## src/hdl/cfp_pkg.sv

```systemverilog
// Shared constants, types and arithmetic helpers of the catheter forward pose pipeline.
`timescale 1ns / 1ps

package cfp_pkg;

    // Word and field widths.
    localparam int WORD_W    = 32;
    localparam int LEN_W     = 31;
    localparam int THR_W     = 28;
    localparam int CFG_IDX_W = 1;
    localparam int ANG_W     = 36;
    localparam int PROD_W    = 34;
    localparam int ROT_W     = 35;
    localparam int WIDE_W    = 40;

    // Configuration register indexes.
    localparam logic [CFG_IDX_W-1:0] REG_SEG_LEN   = 1'b0;
    localparam logic [CFG_IDX_W-1:0] REG_THRESHOLD = 1'b1;

    // Register reset values.
    localparam logic [LEN_W-1:0] SEG_LEN_RST   = 31'd6553600;
    localparam logic [THR_W-1:0] THRESHOLD_RST = 28'd268;

    // Angle constants in Q3.28.
    localparam logic signed [ANG_W-1:0] WRAP_PI     = 36'sd843314857;
    localparam logic signed [ANG_W-1:0] WRAP_TWO_PI = 36'sd1686629714;
    localparam logic signed [31:0]      ANG_PI      = 32'sd843314857;
    localparam logic signed [31:0]      ANG_HALF_PI = 32'sd421657428;

    // CORDIC arrangement: one fold stage, seven stages of four rotations, one rounding stage.
    localparam int CORDIC_STEPS      = 28;
    localparam int CORDIC_PER_STAGE  = 4;
    localparam int CORDIC_ITER_STGS  = CORDIC_STEPS / CORDIC_PER_STAGE;
    localparam int SC_STAGES         = CORDIC_ITER_STGS + 2;
    localparam int CORDIC_GUARD      = 8;
    localparam int CX_W              = 42;
    localparam logic signed [CX_W-1:0] CORDIC_X0  = 42'sd166920415744;
    localparam logic signed [CX_W-1:0] CORDIC_RND = 42'sd128;

    localparam logic [27:0] ATAN_TAB [CORDIC_STEPS] = '{
        28'd210828714, 28'd124459457, 28'd65760959, 28'd33381290, 28'd16755422,
        28'd8385879, 28'd4193963, 28'd2097109, 28'd1048571, 28'd524287,
        28'd262144, 28'd131072, 28'd65536, 28'd32768, 28'd16384, 28'd8192,
        28'd4096, 28'd2048, 28'd1024, 28'd512, 28'd256, 28'd128, 28'd64,
        28'd32, 28'd16, 28'd8, 28'd4, 28'd2
    };

    // Divider arrangement: 36 quotient bits, four per stage.
    localparam int NUM_W         = 63;
    localparam int DEN_W         = 34;
    localparam int QUO_W         = 36;
    localparam int DIV_PER_STAGE = 4;
    localparam int DIV_STAGES    = QUO_W / DIV_PER_STAGE;

    // Pipeline stage positions.
    localparam int STG_DEC   = 0;
    localparam int STG_SC0   = 1;
    localparam int STG_PROD1 = STG_SC0 + SC_STAGES;
    localparam int STG_PROD2 = STG_PROD1 + 1;
    localparam int STG_DIV0  = STG_PROD1 + 1;
    localparam int STG_SUM   = STG_PROD2 + 1;
    localparam int STG_TIP   = STG_DIV0 + DIV_STAGES;
    localparam int STG_OUT   = STG_TIP + 1;
    localparam int N_STG     = STG_OUT + 1;
    localparam int ROT_STGS  = STG_TIP - STG_SUM + 1;

    // Q1.0 constant in Q2.30.
    localparam logic signed [ROT_W-1:0] ONE_Q30 = 35'sd1073741824;

    // Reduce an angle to [-pi, pi) by picking the one representative in range.
    function automatic logic signed [31:0] wrap_pi(input logic signed [ANG_W-1:0] v);
        logic signed [ANG_W-1:0] c;
        logic signed [31:0]      res;
        res = '0;
        for (int k = -3; k <= 3; k++) begin
            c = v - ANG_W'(k) * WRAP_TWO_PI;
            if (c >= -WRAP_PI && c < WRAP_PI) begin
                res = c[31:0];
            end
        end
        return res;
    endfunction

    // Q2.30 product rounded half up.
    function automatic logic signed [PROD_W-1:0] mul30(input logic signed [PROD_W-1:0] a,
                                                       input logic signed [PROD_W-1:0] b);
        logic signed [2*PROD_W-1:0] p;
        p = a * b;
        p = p + (68'sd1 <<< 29);
        p = p >>> 30;
        return p[PROD_W-1:0];
    endfunction

    // Clamp a wide value to the signed word range.
    function automatic logic signed [WORD_W-1:0] sat(input logic signed [WIDE_W-1:0] v);
        logic signed [WORD_W-1:0] res;
        if (v > 40'sd2147483647) begin
            res = 32'sh7FFFFFFF;
        end else if (v < -40'sd2147483648) begin
            res = 32'sh80000000;
        end else begin
            res = v[WORD_W-1:0];
        end
        return res;
    endfunction

    // Values that travel alongside an item.
    typedef struct packed {
        logic signed [WORD_W-1:0] d;
        logic                     bent;
        logic [WORD_W-1:0]        a;
        logic signed [WORD_W-1:0] cgt;
        logic signed [WORD_W-1:0] sgt;
        logic                     s2neg;
    } t_side;

endpackage

```

## src/hdl/cfp_div.sv

```systemverilog
// Pipelined restoring divider: four quotient bits per stage.
`timescale 1ns / 1ps

module cfp_div import cfp_pkg::*; (
    input  logic                  i_clk,
    input  logic [DIV_STAGES-1:0] i_en,
    input  logic [NUM_W-1:0]      i_num,
    input  logic [DEN_W-1:0]      i_den,
    output logic [QUO_W-1:0]      o_quo
);

    logic [DEN_W-1:0] r_rem [DIV_STAGES];
    logic [QUO_W-1:0] r_quo [DIV_STAGES];
    logic [QUO_W-1:0] r_low [DIV_STAGES];
    logic [DEN_W-1:0] r_den [DIV_STAGES];
    logic [DEN_W-1:0] n_rem [DIV_STAGES];
    logic [QUO_W-1:0] n_quo [DIV_STAGES];

    // Each stage shifts in four dividend bits and settles four quotient bits.
    always_comb begin
        logic [DEN_W-1:0] rem, den;
        logic [QUO_W-1:0] quo, low;
        logic [DEN_W:0]   t;
        int               b;
        for (int s = 0; s < DIV_STAGES; s++) begin
            if (s == 0) begin
                rem = DEN_W'(i_num[NUM_W-1:QUO_W]);
                quo = '0;
                low = i_num[QUO_W-1:0];
                den = i_den;
            end else begin
                rem = r_rem[s-1];
                quo = r_quo[s-1];
                low = r_low[s-1];
                den = r_den[s-1];
            end
            for (int j = 0; j < DIV_PER_STAGE; j++) begin
                b = QUO_W - 1 - (s * DIV_PER_STAGE + j);
                t = {rem, low[b]};
                if (t >= {1'b0, den}) begin
                    t      = t - {1'b0, den};
                    quo[b] = 1'b1;
                end
                rem = t[DEN_W-1:0];
            end
            n_rem[s] = rem;
            n_quo[s] = quo;
        end
    end

    always_ff @(posedge i_clk) begin
        for (int s = 0; s < DIV_STAGES; s++) begin
            if (i_en[s]) begin
                r_rem[s] <= n_rem[s];
                r_quo[s] <= n_quo[s];
                r_low[s] <= (s == 0) ? i_num[QUO_W-1:0] : r_low[s-1];
                r_den[s] <= (s == 0) ? i_den : r_den[s-1];
            end
        end
    end

    assign o_quo = r_quo[DIV_STAGES-1];

endmodule

```

## config.mk

```make
export PLATFORM = sky130hd
export DESIGN_NAME = cfp_div
export DESIGN_NICKNAME = d
export VERILOG_FILES = /design/src/hdl/cfp_pkg.sv /design/src/hdl/cfp_div.sv
export SDC_FILE = /design/constraint.sdc
export NUM_CORES = 2
export LEC_CHECK = 0
export BUFFER_PORTS_ARGS = -buffer_cell sky130_fd_sc_hd__buf_2
export CELL_PAD_IN_SITES_DETAIL_PLACEMENT = 0
export CELL_PAD_IN_SITES_GLOBAL_PLACEMENT = 1
export CORE_MARGIN = 3
export CORE_UTILIZATION = 55
export DETAILED_ROUTE_END_ITERATION = 8
export PLACE_DENSITY_LB_ADDON = 0.08
export SYNTH_ARGS = -nofsm -noshare
export SYNTH_HDL_FRONTEND = slang
export SYNTH_SLANG_ARGS = --single-unit
```

## constraint.sdc

```tcl
create_clock -name i_clk -period 37.3 [get_ports i_clk]
set_input_delay 7.46 -clock i_clk [delete_from_list [all_inputs] [get_ports i_clk]]
set_output_delay 7.46 -clock i_clk [all_outputs]
set_load 0.02 [all_outputs]
```

==> results.md <==
Status:
- The run finished with clean final reports.

Clock tree:
- TritonCTS built the clock tree.
- After clock tree synthesis, the repair step resized 0 gates.
- The clock reaches the later pin of the worst-skew pair after 760 ps.
- The tree built by TritonCTS fans out to 868 sinks.
- The clock slew at the register clock pins of the worst setup and hold paths is 70 ps.
- The post-CTS setup repair buffer count is 0.
- Counting the buffers created by CTS gives 96.
- The CTS H-tree depth is 3.
- In this run, post-CTS hold repair placed 0 buffers.
- The clock root buffer is sky130_fd_sc_hd__clkbuf_16.
- The largest buffer count on any clock path is 3.

Place:
- The post-placement cell area is 0.102 mm².
- The count of port buffers added during placement is 142.
- The HPWL after detailed placement is 273 mm.
- Routability-driven placement finished with a final weighted congestion of 0.993.
- The worst setup timing slack at the placement stage is 15330 ps.

Routing:
- The detailed router finished its first iteration with 6332 violations.
- The number of search-and-repair iterations in the first detailed-routing pass is 8.
- The detail route stage leaves a number of antenna-violating nets equal to 0.
- For this run, design rule violations remaining after detail routing come to 0.
- Dividing the detail-routed wire length by the instance count gives 24.4 µm.
- The overall via count from detail_route is 87500.
- Dividing the detail-routed via count by the number of cells gives 6.39.
- Wires add up to 335 mm.

Global routing:
- Entering global routing, the biggest net connects 76 pins.
- The number of antenna violations at the first check in global routing is 15.
- The number of global-route vias before repair is 84200.
- Global routing consumed, over all layers together, 34.9% of the routing resources.
- The final global-route overflow total is 0.
- The first-pass GRT wire length is 499 mm.

Yosys:
- The netlist area before placement is 0.0985 mm².
- After technology mapping, the gate count stands at 11200.
- The average size of a mapped cell is 8.77 µm².
- In the synthesized netlist the dominant register cell turns out to be sky130_fd_sc_hd__edfxtp_1.
- By area, the combinational part of the netlist is dominated by compound AO/OA/AOI/OAI gates.
- The number of enable flip-flop cells after synthesis is 868.
- The multiplexer share of the synthesized area is 6.62%.
- The number of warnings printed during yosys synthesis is 0.
- The sequential fraction of the synthesis area is 26.5%.
- The synthesized netlist devotes 14.1% of its cell area to simple gates.
- Counting flops and latches in the post-synthesis netlist gives 868.
- The number of nets in the synthesized netlist is 12600.
- The number of different library cells used by synthesis comes to 110.
- Summing the areas of all fa, ha and maj instances in the mapped netlist gives 16.2% of the synthesized area.
- The async set or reset register ratio after synthesis is 0%.
- The post-synthesis share of cell area spent on xor and xnor gates is 8.80%.
- Summing the areas of all compound-gate instances in the mapped netlist gives 24.1% of the synthesized area.

Worst setup path:
- For the worst setup path, the data required time is 37810 ps.
- The most frequent cell on the critical path is sky130_fd_sc_hd__a21oi_1.
- The sum of buffers and inverters on the critical path is 6.
- The largest fanout on the critical path is 51.
- The kind of start point of the critical path is an input pin.
- For the worst setup path, the data arrival time is 21910 ps.
- In this design, the largest share of critical-path delay is due to compound AO/OA/AOI/OAI gates.
- Counting cells, the worst reg-to-reg path comes to 53.
- The kind of end point of the critical path is a flip-flop.
- On the critical path, the stage with the largest delay is an instance of sky130_fd_sc_hd__a2111o_4.
- The worst setup path is of the input pin to flip-flop kind.
- The stage delay of the slowest cell on the critical path is 760 ps.
- Counting buffers and inverters, the worst setup path is 52 cells deep.

Final layout:
- With fillers left out, the area of the finished cells amounts to 0.105 mm².
- For this run, the share of the core covered by cells in the final layout is 59.2%.
- The layout overhead on the synthesized area is 6.41%.
- Of the cells placed in the final design, the portion with a size suffix greater than 1 is 8.69%.
- The net count of the finished layout is 12600.

STA:
- In this run the tightest slew margin relative to its limit is 17.1%.
- The period utilization is 57.4%.
- The peak clock frequency supported by timing is 0.0467 GHz.
- Across the routed clock network, the largest skew measured is 50.3 ps.
- The number of max-slew violations in the final report is 0.
- The smallest clock period supported by the final layout is computed as 21400 ps.
- Setup violations remaining at the end of the flow were counted as 0.
- The least setup slack across all paths after layout is 15900 ps.
- Setup repair after global routing left no endpoint under its margin.
- At the pin with the least slew margin, the transition time is 1210 ps.
- The number of hold violations in the final report is 0.
- After routing, the total negative slack on setup checks comes to 0 ps.

Floorplan:
- The number of I/O pins is 143.
- The horizontal die dimension is 429 µm.
- The vertical extent of the die is 429 µm.
- The effective utilization at floorplan is 55.6%.
- The core region area is 0.177 mm².
- The initialized floorplan defines 154 standard-cell rows.
- The die covers 0.184 mm².

Hold path:
- The class of the tightest hold or removal check is flip-flop to flip-flop.
- Along the worst hold path, the cell count comes to 0.

Job:
- The number of maximum-capacitance constraint violations is 0.
-- metrics by stage --
stage | hold WS (ps) | instances
6_report | 410 | 13700
5_1_grt | 416 | 13700
4_1_cts | 408 | 13700
3_5_place_dp | 405 | 13500
3_3_place_gp | 400 | 13500
2_1_floorplan | 400 | 11200
-- worst reg2reg max path, delay by kind of cell, from the launching register on --
kind | cells | cell delay [ps]
buffers and inverters | 9 | 2140
muxes | 2 | 850
AOI/OAI and AO/OA | 25 | 8590
and+or+nand+nor | 13 | 3080
DFF | 1 | 390
adders and majority gates | 4 | 1650
-- path summary, 6_finish.rpt --
check / startpoint / to / slack, ps
worst min register to register: r_low[0][45]$_DFFE_PP_ / r_low[0][81]$_DFFE_PP_ / 410
worst max register to register: r_den[0][213]$_DFFE_PP_ / r_rem[0][239]$_DFFE_PP_ / 20300
worst max-delay path: i_den[0] / r_rem[0][4]$_DFFE_PP_ / 15900
worst min-delay path: r_low[0][45]$_DFFE_PP_ / r_low[0][81]$_DFFE_PP_ / 410
-- layout make-up --
type	count	area, µm²
Fill cell	15800	72200
Multi-Input combinational cell	9412	68800
Sequential cell	868	26100
Tap cell	2340	2930
Inverter	711	2670
Clock buffer	105	2460
Timing Repair Buffer	185	1060
Clock inverter	73	858
Antenna cell	7	17.5
-- cells in the final DEF, fill, tap and decap left out, types with 61 or more instances in the layout --
master	netlist	routed
sky130_fd_sc_hd__a211oi_1	107	106
sky130_fd_sc_hd__a21o_1	548	548
sky130_fd_sc_hd__a21oi_1	1130	1129
sky130_fd_sc_hd__a221o_1	61	61
sky130_fd_sc_hd__a31oi_1	101	101
sky130_fd_sc_hd__and2_1	85	85
sky130_fd_sc_hd__and3_1	96	96
sky130_fd_sc_hd__buf_2	47	133
sky130_fd_sc_hd__clkbuf_16	0	97
sky130_fd_sc_hd__edfxtp_1	868	868
sky130_fd_sc_hd__ha_1	1218	1218
sky130_fd_sc_hd__inv_1	698	698
sky130_fd_sc_hd__mux2_2	466	466
sky130_fd_sc_hd__mux2i_1	79	79
sky130_fd_sc_hd__nand2_1	809	809
sky130_fd_sc_hd__nand2b_1	161	161
sky130_fd_sc_hd__nand3_1	212	211
sky130_fd_sc_hd__nand4_1	172	172
sky130_fd_sc_hd__nor2_1	756	755
sky130_fd_sc_hd__nor2b_1	134	134
sky130_fd_sc_hd__nor3_1	187	185
sky130_fd_sc_hd__o211ai_1	66	66
sky130_fd_sc_hd__o21a_1	185	185
sky130_fd_sc_hd__o21ai_0	805	805
sky130_fd_sc_hd__o21bai_1	145	145
sky130_fd_sc_hd__o31ai_1	73	73
sky130_fd_sc_hd__xnor2_1	673	673
sky130_fd_sc_hd__xor2_1	317	317
-- synthesized netlist by cell type, types with 23 or more instances --
cell,count,area (µm²)
sky130_fd_sc_hd__a211o_1,35,307
sky130_fd_sc_hd__a211oi_1,107,803
sky130_fd_sc_hd__a21boi_0,43,323
sky130_fd_sc_hd__a21o_1,548,4110
sky130_fd_sc_hd__a21oi_1,1130,5660
sky130_fd_sc_hd__a221o_1,61,611
sky130_fd_sc_hd__a221oi_1,26,228
sky130_fd_sc_hd__a22oi_1,40,300
sky130_fd_sc_hd__a31o_2,37,324
sky130_fd_sc_hd__a31oi_1,101,632
sky130_fd_sc_hd__a41oi_1,26,228
sky130_fd_sc_hd__and2_1,85,532
sky130_fd_sc_hd__and3_1,96,601
sky130_fd_sc_hd__and4_1,39,342
sky130_fd_sc_hd__buf_1,34,128
sky130_fd_sc_hd__buf_2,47,235
sky130_fd_sc_hd__clkbuf_1,148,556
sky130_fd_sc_hd__edfxtp_1,868,26100
sky130_fd_sc_hd__fa_1,35,701
sky130_fd_sc_hd__ha_1,1218,15200
sky130_fd_sc_hd__inv_1,698,2620
sky130_fd_sc_hd__mux2_2,466,5250
sky130_fd_sc_hd__mux2_4,27,405
sky130_fd_sc_hd__mux2i_1,79,791
sky130_fd_sc_hd__nand2_1,809,3040
sky130_fd_sc_hd__nand2b_1,161,1010
sky130_fd_sc_hd__nand3_1,212,1060
sky130_fd_sc_hd__nand3b_1,23,173
sky130_fd_sc_hd__nand4_1,172,1080
sky130_fd_sc_hd__nor2_1,756,2840
sky130_fd_sc_hd__nor2b_1,134,838
sky130_fd_sc_hd__nor3_1,187,936
sky130_fd_sc_hd__nor4_1,50,313
sky130_fd_sc_hd__o211ai_1,66,495
sky130_fd_sc_hd__o21a_1,185,1390
sky130_fd_sc_hd__o21ai_0,805,4030
sky130_fd_sc_hd__o21bai_1,145,1090
sky130_fd_sc_hd__o221ai_1,42,368
sky130_fd_sc_hd__o31a_1,30,263
sky130_fd_sc_hd__o31ai_1,73,548
sky130_fd_sc_hd__or2_2,43,269
sky130_fd_sc_hd__or3_1,51,319
sky130_fd_sc_hd__xnor2_1,673,5890
sky130_fd_sc_hd__xor2_1,317,2780
-- sequential cells by signal, indices dropped and copies added (netlist names) --
| signal | cells |
|---|---|
| r_quo | 180 |
| r_rem | 272 |
| r_low | 144 |
| r_den | 272 |
-- cell families (layout without fill, tap and decap cells) --
| logic type | count (synthesis) | in the layout |
|---|---|---|
| compound gates | 3711 | 3711 |
| xor+xnor | 990 | 990 |
| fa+ha+maj | 1253 | 1253 |
| buf+inv | 960 | 1074 |
| flops | 868 | 868 |
| mux | 579 | 579 |
| other cells | 0 | 7 |
| simple gates | 2879 | 2879 |
-- metal layers --
metal / GRT usage (%) / part of all wire, % / vias up / wire length (µm)
met2: 61.1 / 48 / 3007 / 162000
met5: 0 / 0.014 / - / 46
met1: 39.5 / 38 / 41300 / 127000
met4: 25.0 / 8.2 / 8 / 27500
li1: - / - / 42200 / -
met3: 4.06 / 5.5 / 1007 / 18400
Power is left out: the tool's default activity adds up to more than one toggle a clock period on the data nets, which glitch-free logic cannot reach.
